===== config.mk =====
export PLATFORM = sky130hd
export DESIGN_NAME = dct_ii_direct
export DESIGN_NICKNAME = d
export VERILOG_FILES = /design/src/rtl/core/dctd_pkg.sv /design/src/rtl/core/dct_ii_direct.sv
export SDC_FILE = /design/constraint.sdc
export NUM_CORES = 2
export LEC_CHECK = 0
export ABC_AREA = 1
export BUFFER_PORTS_ARGS = -buffer_cell sky130_fd_sc_hd__buf_2
export CAP_MARGIN = 15
export CORE_ASPECT_RATIO = 2
export CORE_MARGIN = 2
export CORE_UTILIZATION = 66
export CTS_BUF_LIST = sky130_fd_sc_hd__clkbuf_16
export CTS_CLUSTER_DIAMETER = 120
export DETAILED_ROUTE_END_ITERATION = 8
export PLACE_DENSITY_LB_ADDON = 0.08
export SYNTH_ARGS = -nofsm -noshare
export SYNTH_HDL_FRONTEND = slang
export SYNTH_SLANG_ARGS = --single-unit

===== constraint.sdc =====
create_clock -name clk -period 17.08 [get_ports clk]
set_input_delay 3.416 -clock clk [delete_from_list [all_inputs] [get_ports clk]]
set_output_delay 3.416 -clock clk [all_outputs]
set_load 0.02 [all_outputs]

===== src/rtl/core/dctd_pkg.sv =====
`default_nettype none
// ----------------------------------------------------------------------------
// dctd_pkg: shared widths and constants for the direct-form DCT-II
// Word widths of the sample and coefficient channels, the accumulator and
// product widths, and the constants used to build the cosine wave.
// ----------------------------------------------------------------------------
package dctd_pkg;

  localparam int SAMPLE_W = 16;
  localparam int COS_W    = 16;
  localparam int PROD_W   = SAMPLE_W + COS_W;
  localparam int COEF_W   = 23;
  // Q1.15 rounding drops fifteen bits, so the accumulator carries them on top.
  localparam int FRAC_W   = 15;
  localparam int ACC_W    = COEF_W + FRAC_W;

  // pi in Q2.62 and unity in Q30 for the elaboration-time cosine series.
  localparam logic [63:0] PI_Q62  = 64'hC90F_DAA2_2168_C235;
  localparam logic [63:0] ONE_Q30 = 64'h0000_0000_4000_0000;

  localparam int TAYLOR_TERMS = 10;
  // Divisors (2i-1)*2i of the cosine series, for i = 1 upwards.
  localparam logic [8:0] TAYLOR_DIV [TAYLOR_TERMS] = '{
    9'd2, 9'd12, 9'd30, 9'd56, 9'd90, 9'd132, 9'd182, 9'd240, 9'd306, 9'd380
  };

endpackage
`default_nettype wire


===== src/rtl/core/dct_ii_direct.sv =====
`default_nettype none
// ----------------------------------------------------------------------------
// dct_ii_direct: unnormalised DCT-II in direct form
// Gathers BLOCK_LENGTH samples in a memory, then forms every coefficient
// with one shared multiply-accumulate unit and a constant cosine wave.
// ----------------------------------------------------------------------------
// Usage. Samples arrive as words on the sample channel (sample_valid,
// sample_ready), in order n = 0..N-1, N = BLOCK_LENGTH. Each accepted word is
// written into the sample memory. Accepting the Nth word starts a block: the
// block then stops taking samples and sends N coefficient words, k = 0..N-1,
// on the coefficient channel, with last_coefficient high on k = N-1.
// Schedule. One coefficient needs N reads of the sample memory
// through the single multiply-accumulate unit; then the read, multiply and
// accumulate stages drain and the sum is loaded into the output register.
// Coefficients are formed one after another, and no samples of the next
// block are taken until the last coefficient reaches the output register.
// The single memory read port limits the throughput.
// Reset. A synchronous active-high reset returns the block to loading at
// position zero with an empty pipeline and no coefficient pending; the
// sample memory itself is not cleared, as each block overwrites it.
// Stalls. If the receiver holds coefficient_ready low, the finished sum waits
// in the accumulator until the output register frees up; nothing is lost.
// Once the last coefficient is in the output register, samples of the next
// block are accepted again, even while that word still waits to be taken.
// ----------------------------------------------------------------------------
module dct_ii_direct #(
  parameter int BLOCK_LENGTH = 64
) (
  input  wire                                   clk,
  input  wire                                   rst,
  input  wire                                   sample_valid,
  output logic                                  sample_ready,
  input  wire  logic signed [dctd_pkg::SAMPLE_W-1:0] sample,
  output logic                                  coefficient_valid,
  input  wire                                   coefficient_ready,
  output logic signed [dctd_pkg::COEF_W-1:0]    coefficient,
  output logic                                  last_coefficient
);

  localparam int CNT_W  = (BLOCK_LENGTH > 1) ? $clog2(BLOCK_LENGTH) : 1;
  localparam int WAVE_N = 4 * BLOCK_LENGTH;
  localparam int IDX_W  = $clog2(WAVE_N);
  localparam logic [CNT_W-1:0] LAST_POS = CNT_W'(BLOCK_LENGTH - 1);
  localparam logic [IDX_W:0]   WAVE_LEN = (IDX_W + 1)'(WAVE_N);

  // Angle step pi/(2N) in Q2.62, worked out at elaboration.
  localparam logic [63:0] ANGLE_STEP = dctd_pkg::PI_Q62 / 64'(2 * BLOCK_LENGTH);

  typedef logic signed [dctd_pkg::COS_W-1:0] wave_t [WAVE_N];

  // Quarter-wave cosine in Q1.15 by a fixed-point Taylor series.
  function automatic logic [14:0] quarter_cos(input logic [63:0] j);
    logic [63:0]        a;
    logic [63:0]        a2;
    logic [63:0]        term;
    logic signed [63:0] s;
    int                 i;
    a    = (ANGLE_STEP * j + 64'h8000_0000) >> 32;
    a2   = (a * a + 64'h2000_0000) >> 30;
    term = dctd_pkg::ONE_Q30;
    s    = signed'(dctd_pkg::ONE_Q30);
    for (i = 1; i <= dctd_pkg::TAYLOR_TERMS; i++) begin
      term = ((term * a2) >> 30) / 64'(dctd_pkg::TAYLOR_DIV[i-1]);
      if (i[0]) begin
        s = s - signed'(term);
      end else begin
        s = s + signed'(term);
      end
    end
    if (s < 0) begin
      s = 0;
    end
    s = (s + 64'sd16384) >>> 15;
    if (s > 64'sd32767) begin
      s = 64'sd32767;
    end
    return s[14:0];
  endfunction

  // Full wave over 4N points, unfolded from the quarter wave by symmetry.
  function automatic wave_t build_wave();
    wave_t       w;
    logic [14:0] q [BLOCK_LENGTH+1];
    int          j;
    int          m;
    for (j = 0; j <= BLOCK_LENGTH; j++) begin
      q[j] = quarter_cos(64'(j));
    end
    for (m = 0; m < WAVE_N; m++) begin
      if (m <= BLOCK_LENGTH) begin
        w[m] = signed'({1'b0, q[m]});
      end else if (m < 2 * BLOCK_LENGTH) begin
        w[m] = -signed'({1'b0, q[2 * BLOCK_LENGTH - m]});
      end else if (m <= 3 * BLOCK_LENGTH) begin
        w[m] = -signed'({1'b0, q[m - 2 * BLOCK_LENGTH]});
      end else begin
        w[m] = signed'({1'b0, q[WAVE_N - m]});
      end
    end
    return w;
  endfunction

  localparam wave_t COS_WAVE = build_wave();

  // Sequencer states.
  localparam logic [1:0] ST_LOAD  = 2'd0;
  localparam logic [1:0] ST_ISSUE = 2'd1;
  localparam logic [1:0] ST_DRAIN = 2'd2;

  logic [1:0]       state;
  logic [CNT_W-1:0] load_count;
  logic [CNT_W-1:0] k_idx;
  logic [CNT_W-1:0] n_idx;
  logic [IDX_W-1:0] m_idx;

  // The sample memory: one write port while loading, one read port while
  // issuing, read data registered.
  logic [dctd_pkg::SAMPLE_W-1:0] store [BLOCK_LENGTH];

  logic signed [dctd_pkg::SAMPLE_W-1:0] rd_data;
  logic signed [dctd_pkg::COS_W-1:0]    cos_q;
  logic signed [dctd_pkg::PROD_W-1:0]   prod;
  logic signed [dctd_pkg::ACC_W-1:0]    acc;
  logic                                 s1_valid;
  logic                                 s2_valid;

  logic                              sample_take;
  logic                              pipe_empty;
  logic                              out_free;
  logic                              coef_load;
  logic [IDX_W:0]                    m_sum;
  logic [IDX_W-1:0]                  m_next;
  logic signed [dctd_pkg::ACC_W-1:0] biased;

  assign sample_ready = (state == ST_LOAD);
  assign sample_take  = sample_valid && sample_ready;
  assign pipe_empty   = !s1_valid && !s2_valid;
  assign out_free     = !coefficient_valid || coefficient_ready;
  // A finished sum moves into the output register in this cycle.
  assign coef_load    = (state == ST_DRAIN) && pipe_empty && out_free;

  // Cosine index (2n+1)k mod 4N advances by 2k for each n; one wrap at most.
  assign m_sum  = {1'b0, m_idx} + (IDX_W + 1)'({k_idx, 1'b0});
  assign m_next = (m_sum >= WAVE_LEN) ? IDX_W'(m_sum - WAVE_LEN) : m_sum[IDX_W-1:0];

  // Round half up to Q1.15 scale: add half an LSB, then drop the fraction.
  assign biased = acc + dctd_pkg::ACC_W'(1 << (dctd_pkg::FRAC_W - 1));

  always_ff @(posedge clk) begin
    if (sample_take) begin
      store[load_count] <= sample;
    end
    rd_data <= signed'(store[n_idx]);
    cos_q   <= COS_WAVE[m_idx];
    prod    <= rd_data * cos_q;
  end

  always_ff @(posedge clk) begin
    if (rst) begin
      state             <= ST_LOAD;
      load_count        <= '0;
      k_idx             <= '0;
      n_idx             <= '0;
      m_idx             <= '0;
      s1_valid          <= 1'b0;
      s2_valid          <= 1'b0;
      acc               <= '0;
      coefficient_valid <= 1'b0;
    end else begin
      s1_valid <= (state == ST_ISSUE);
      s2_valid <= s1_valid;
      if (s2_valid) begin
        acc <= acc + {{(dctd_pkg::ACC_W - dctd_pkg::PROD_W){prod[dctd_pkg::PROD_W-1]}}, prod};
      end
      if (coef_load) begin
        coefficient_valid <= 1'b1;
      end else if (coefficient_valid && coefficient_ready) begin
        coefficient_valid <= 1'b0;
      end
      unique case (state)
        ST_LOAD: begin
          if (sample_take) begin
            if (load_count == LAST_POS) begin
              load_count <= '0;
              k_idx      <= '0;
              n_idx      <= '0;
              m_idx      <= '0;
              acc        <= '0;
              state      <= ST_ISSUE;
            end else begin
              load_count <= load_count + 1'b1;
            end
          end
        end
        ST_ISSUE: begin
          n_idx <= n_idx + 1'b1;
          m_idx <= m_next;
          if (n_idx == LAST_POS) begin
            state <= ST_DRAIN;
          end
        end
        ST_DRAIN: begin
          // The sum is complete once the pipeline is empty; it waits here
          // until the output register can take it.
          if (coef_load) begin
            coefficient       <= biased[dctd_pkg::ACC_W-1:dctd_pkg::FRAC_W];
            last_coefficient  <= (k_idx == LAST_POS);
            acc               <= '0;
            n_idx             <= '0;
            if (k_idx == LAST_POS) begin
              state <= ST_LOAD;
            end else begin
              k_idx <= k_idx + 1'b1;
              m_idx <= IDX_W'(k_idx + 1'b1);
              state <= ST_ISSUE;
            end
          end
        end
        default: begin
          state <= ST_LOAD;
        end
      endcase
    end
  end

`ifndef ASSERT_OFF
  // While samples are being loaded no product is in flight.
  a_load_pipe_empty: assert property (@(posedge clk) disable iff (rst)
    (state == ST_LOAD) |-> (!s1_valid && !s2_valid))
    else $error("pipeline busy while loading samples");

  // A partly filled block only exists in the load state.
  a_count_in_load: assert property (@(posedge clk) disable iff (rst)
    (load_count != '0) |-> (state == ST_LOAD))
    else $error("load position held outside the load state");

  // The cosine index never leaves the wave.
  a_wave_index: assert property (@(posedge clk) disable iff (rst)
    ({1'b0, m_idx} < WAVE_LEN))
    else $error("cosine index beyond the wave");

  // A new coefficient is only loaded when the previous word has gone.
  a_no_overwrite: assert property (@(posedge clk) disable iff (rst)
    (coefficient_valid && !coefficient_ready) |=> $stable(coefficient) && coefficient_valid)
    else $error("pending coefficient overwritten");
`endif

endmodule
`default_nettype wire


==> results.sh <==
export IMPL_status="completed"
export IMPL_worst_endpoint_arrival_ps=6760
export IMPL_cp_max_fo=16
export IMPL_final_cell_count_no_fill=7338
export IMPL_place_area_um2=63240
export IMPL_initial_utilization=0.6629
export IMPL_cts_buffers=96
export IMPL_grt_ovfl_total=0
export IMPL_first_global_vias=47220
export IMPL_holdPathEnd="acc[0]"
export IMPL_synth_top_area_frac=0.5077
export IMPL_r2r_start="rd_data[15]"
export IMPL_period_minus_slack_ps=6150
export IMPL_grt_usage=0.3968
export IMPL_post_dp_hpwl_um=122500
export IMPL_drtIter0Drc=7150
export IMPL_cts_resized=0
export IMPL_clockRootBuffer="clkbuf_16"
export IMPL_rows=159
export IMPL_dieArea_um2=96530
export IMPL_cp_end_kind="register"
export IMPL_synthTopCellsByArea="edfxtp_1, fa_1, o21ai_0"
export IMPL_leakage_nw=26.13
export IMPL_final_nets=6482
export IMPL_rr_endpoint="prod[31]"
export IMPL_stdcell_area_um2=66600
export IMPL_wl_per_cell_um=25.91
export IMPL_synth_nets=6558
export IMPL_ys_flop_type="edfxtp_1"
export IMPL_worstMarginPinSlew_ps=1267
export IMPL_synth_edf_count=1048
export IMPL_grt_max_degree=242
export IMPL_grt_pass1_wl_um=284200
export IMPL_setup_tns_ps=0
export IMPL_synth_cell_types=56
export IMPL_reg2reg_depth=20
export IMPL_drtPass1Iterations=9
export IMPL_synth_cells=6125
export IMPL_synth_area_um2=61980
export IMPL_antenna_found_initial=3
export IMPL_fin_crit_sh=0.3601
export IMPL_hp_start="acc[0]"
export IMPL_yosysWarnings=0
export IMPL_ant_nets=0
export IMPL_peakVddDrop_mv=0.7076
export IMPL_cts_sinks=1181
export IMPL_fmax_ghz=0.1626
export IMPL_ctsHoldBuffers=0
export IMPL_wl_um=190100
export IMPL_grt_setup_unrepaired="false"
export IMPL_avgViaCountPerCell=6.532
export IMPL_clock_latency_ps=750
export IMPL_critical_path_class="register to register"
export IMPL_synth_seq_cells=1181
export IMPL_io_pins=46
export IMPL_slew_headroom=0.1555
export IMPL_layout_drive_gt1_share=0.05923
export IMPL_cts_setup_buffers=0
export IMPL_worstPathRequired_ps=17690
export IMPL_avgSynthCellArea_um2=10.12
export IMPL_ys_seq_area_frac=0.5507
export IMPL_cts_htree_levels=3
export IMPL_gp_congestion=0.9743
export IMPL_die_x_um=220.7
export IMPL_post_place_cells=7153
export IMPL_cts_tree="done"
export IMPL_port_buffers=45
export IMPL_worstHoldPathType="register to register"
export IMPL_hold_viol=0
export IMPL_setup_viol=0
export IMPL_core_area_um2=93500
export IMPL_hold_path_cell_count=2
export IMPL_vias=47930
export IMPL_die_height_um=437.4
export IMPL_syn_to_final_growth_pct=7.455
export IMPL_clockBufferDepth=3
export IMPL_drc=0
export IMPL_final_max_slew_viol_count=0
export IMPL_setup_worst_path_start_class="register"
export IMPL_worst_clock_skew_ps=74.64
export IMPL_synth_top_area_cell="edfxtp_1"
export IMPL_async_reset_ff_frac=0
export IMPL_r2r_slack_ps=10930
export IMPL_clkTransAtPathRegs_ps=70
export IMPL_max_cap_violations=0
export IMPL_power_density_nw_per_um2=178.0
[through the flow]
stage	setup slack (ps)	hold slack [ps]	power, mW	utilization
3_5_place_dp	10980	477.0	9.520	0.6763
5_1_grt	10560	522.2	12.76	0.7123
3_3_place_gp	10990	464.5	9.393	0.6763
2_1_floorplan	11550	409.9	7.871	-
4_1_cts	10940	490.9	11.79	0.7111
6_report	10930	488.7	11.86	0.7123
[how the worst max path moves through the flow]
stage           startpoint  endpoint  cells past startpoint  slack, ps
2_1_floorplan     cos_q[5]  prod[31]                     22      11550
3_3_place_gp   rd_data[15]  prod[31]                     20      10990
3_5_place_dp   rd_data[15]  prod[31]                     20      10980
4_1_cts        rd_data[15]  prod[31]                     20      10940
5_1_grt           cos_q[1]  prod[31]                     20      10560
6_report       rd_data[15]  prod[31]                     20      10930
[per-layer routing]
metal,vias to the layer above,routed length (µm),global-route usage
li1,20840,-,-
met1,23020,66360,0.5183
met2,3419,90880,0.6329
met3,644,21030,0.06965
met4,4,11820,0.2137
met5,-,27,0
[kinds of logic (layout without fill, tap and decap cells)]
family	Yosys count	after routing	synth area share
AO/OA/AOI/OAI	1311	1311	0.1208
XOR/XNOR	67	67	0.009468
adder cells (fa/ha/maj)	413	413	0.1153
buffers and inverters	1009	1013	0.06335
flip-flops	1181	1181	0.5507
other	0	2	0
AND/OR/NAND/NOR	2144	2144	0.1403
[power by group]
part	leakage (nW)	internal [mW]	total [mW]	switching [mW]
Combinational	14.0	2.27	6.19	3.92
Clock	1.62	1.21	2.31	1.09
Sequential	10.5	3.29	3.36	0.0686
[cell type report]
class | count | area [µm²]
diodes | 2 | 5.005
clock buffers | 96 | 2402
clock inverters | 82 | 848.3
fillers | 6412 | 26900
inverters | 673 | 2539
multi-input cells | 3935 | 23940
flip-flops and latches | 1181 | 34150
well taps | 1207 | 1510
repair buffers | 162 | 1211
[placed cells by master, fill, tap and decap left out, types with 5 or more instances in the layout]
cell	n
o311ai_0	6
edfxtp_1	1048
nand4_1	67
bufinv_16	11
xnor2_1	20
nor2_1	867
o21ai_1	29
clkinv_4	5
inv_6	6
fa_1	264
a21oi_1	201
clkbuf_16	96
o22ai_1	166
dfxtp_1	128
nor3_2	5
o31ai_1	9
o21ai_0	674
inv_1	669
nand2_1	898
buf_2	45
xor2_1	47
buf_12	7
nand3_1	241
or2_2	11
ha_1	149
clkinv_1	16
buf_4	109
nor3_1	30
a21o_1	6
inv_2	10
o21bai_1	14
clkinvlp_4	9
nor4_1	5
clkinv_2	21
o221ai_1	90
a31oi_1	21
o211ai_1	69
[Yosys cell counts (all sizes together) (14+ instances only)]
library cell,count
xnor2,20
edfxtp,1048
o221ai,90
nand3,241
fa,264
ha,149
o21bai,14
nor2,875
buf,105
a31oi,21
nand2,903
inv,669
nand4,67
o21ai,703
clkbuf,231
nor3,35
o22ai,166
a21oi,201
dfxtp,133
o211ai,69
xor2,47
[sequential cells by signal, indices dropped and copies added, names as in the netlist]
signal             cells
prod                  32
k_idx                  6
cos_q                 16
last_coefficient       1
coefficient           23
m_idx                  8
rd_data               16
acc                   38
coefficient_valid      1
load_count             6
s2_valid               1
store               1024
n_idx                  6
state                  2
s1_valid               1
[critical path, stage by stage, from the launching register on]
cell and delay, ps:
dfxtp_1 720, nand2_1 220, inv_1 180, fa_1 540
fa_1 910, fa_1 530, fa_1 500, fa_1 490
inv_1 50, fa_1 480, inv_1 40, ha_1 340
nand2_1 120, nor2_1 120, inv_1 90, nor2_1 140
nor2_1 70, or2_2 290, nand2_1 60, nand3b_1 100
nand2_1 50
Note: power is estimated with default switching activity, not from simulation.
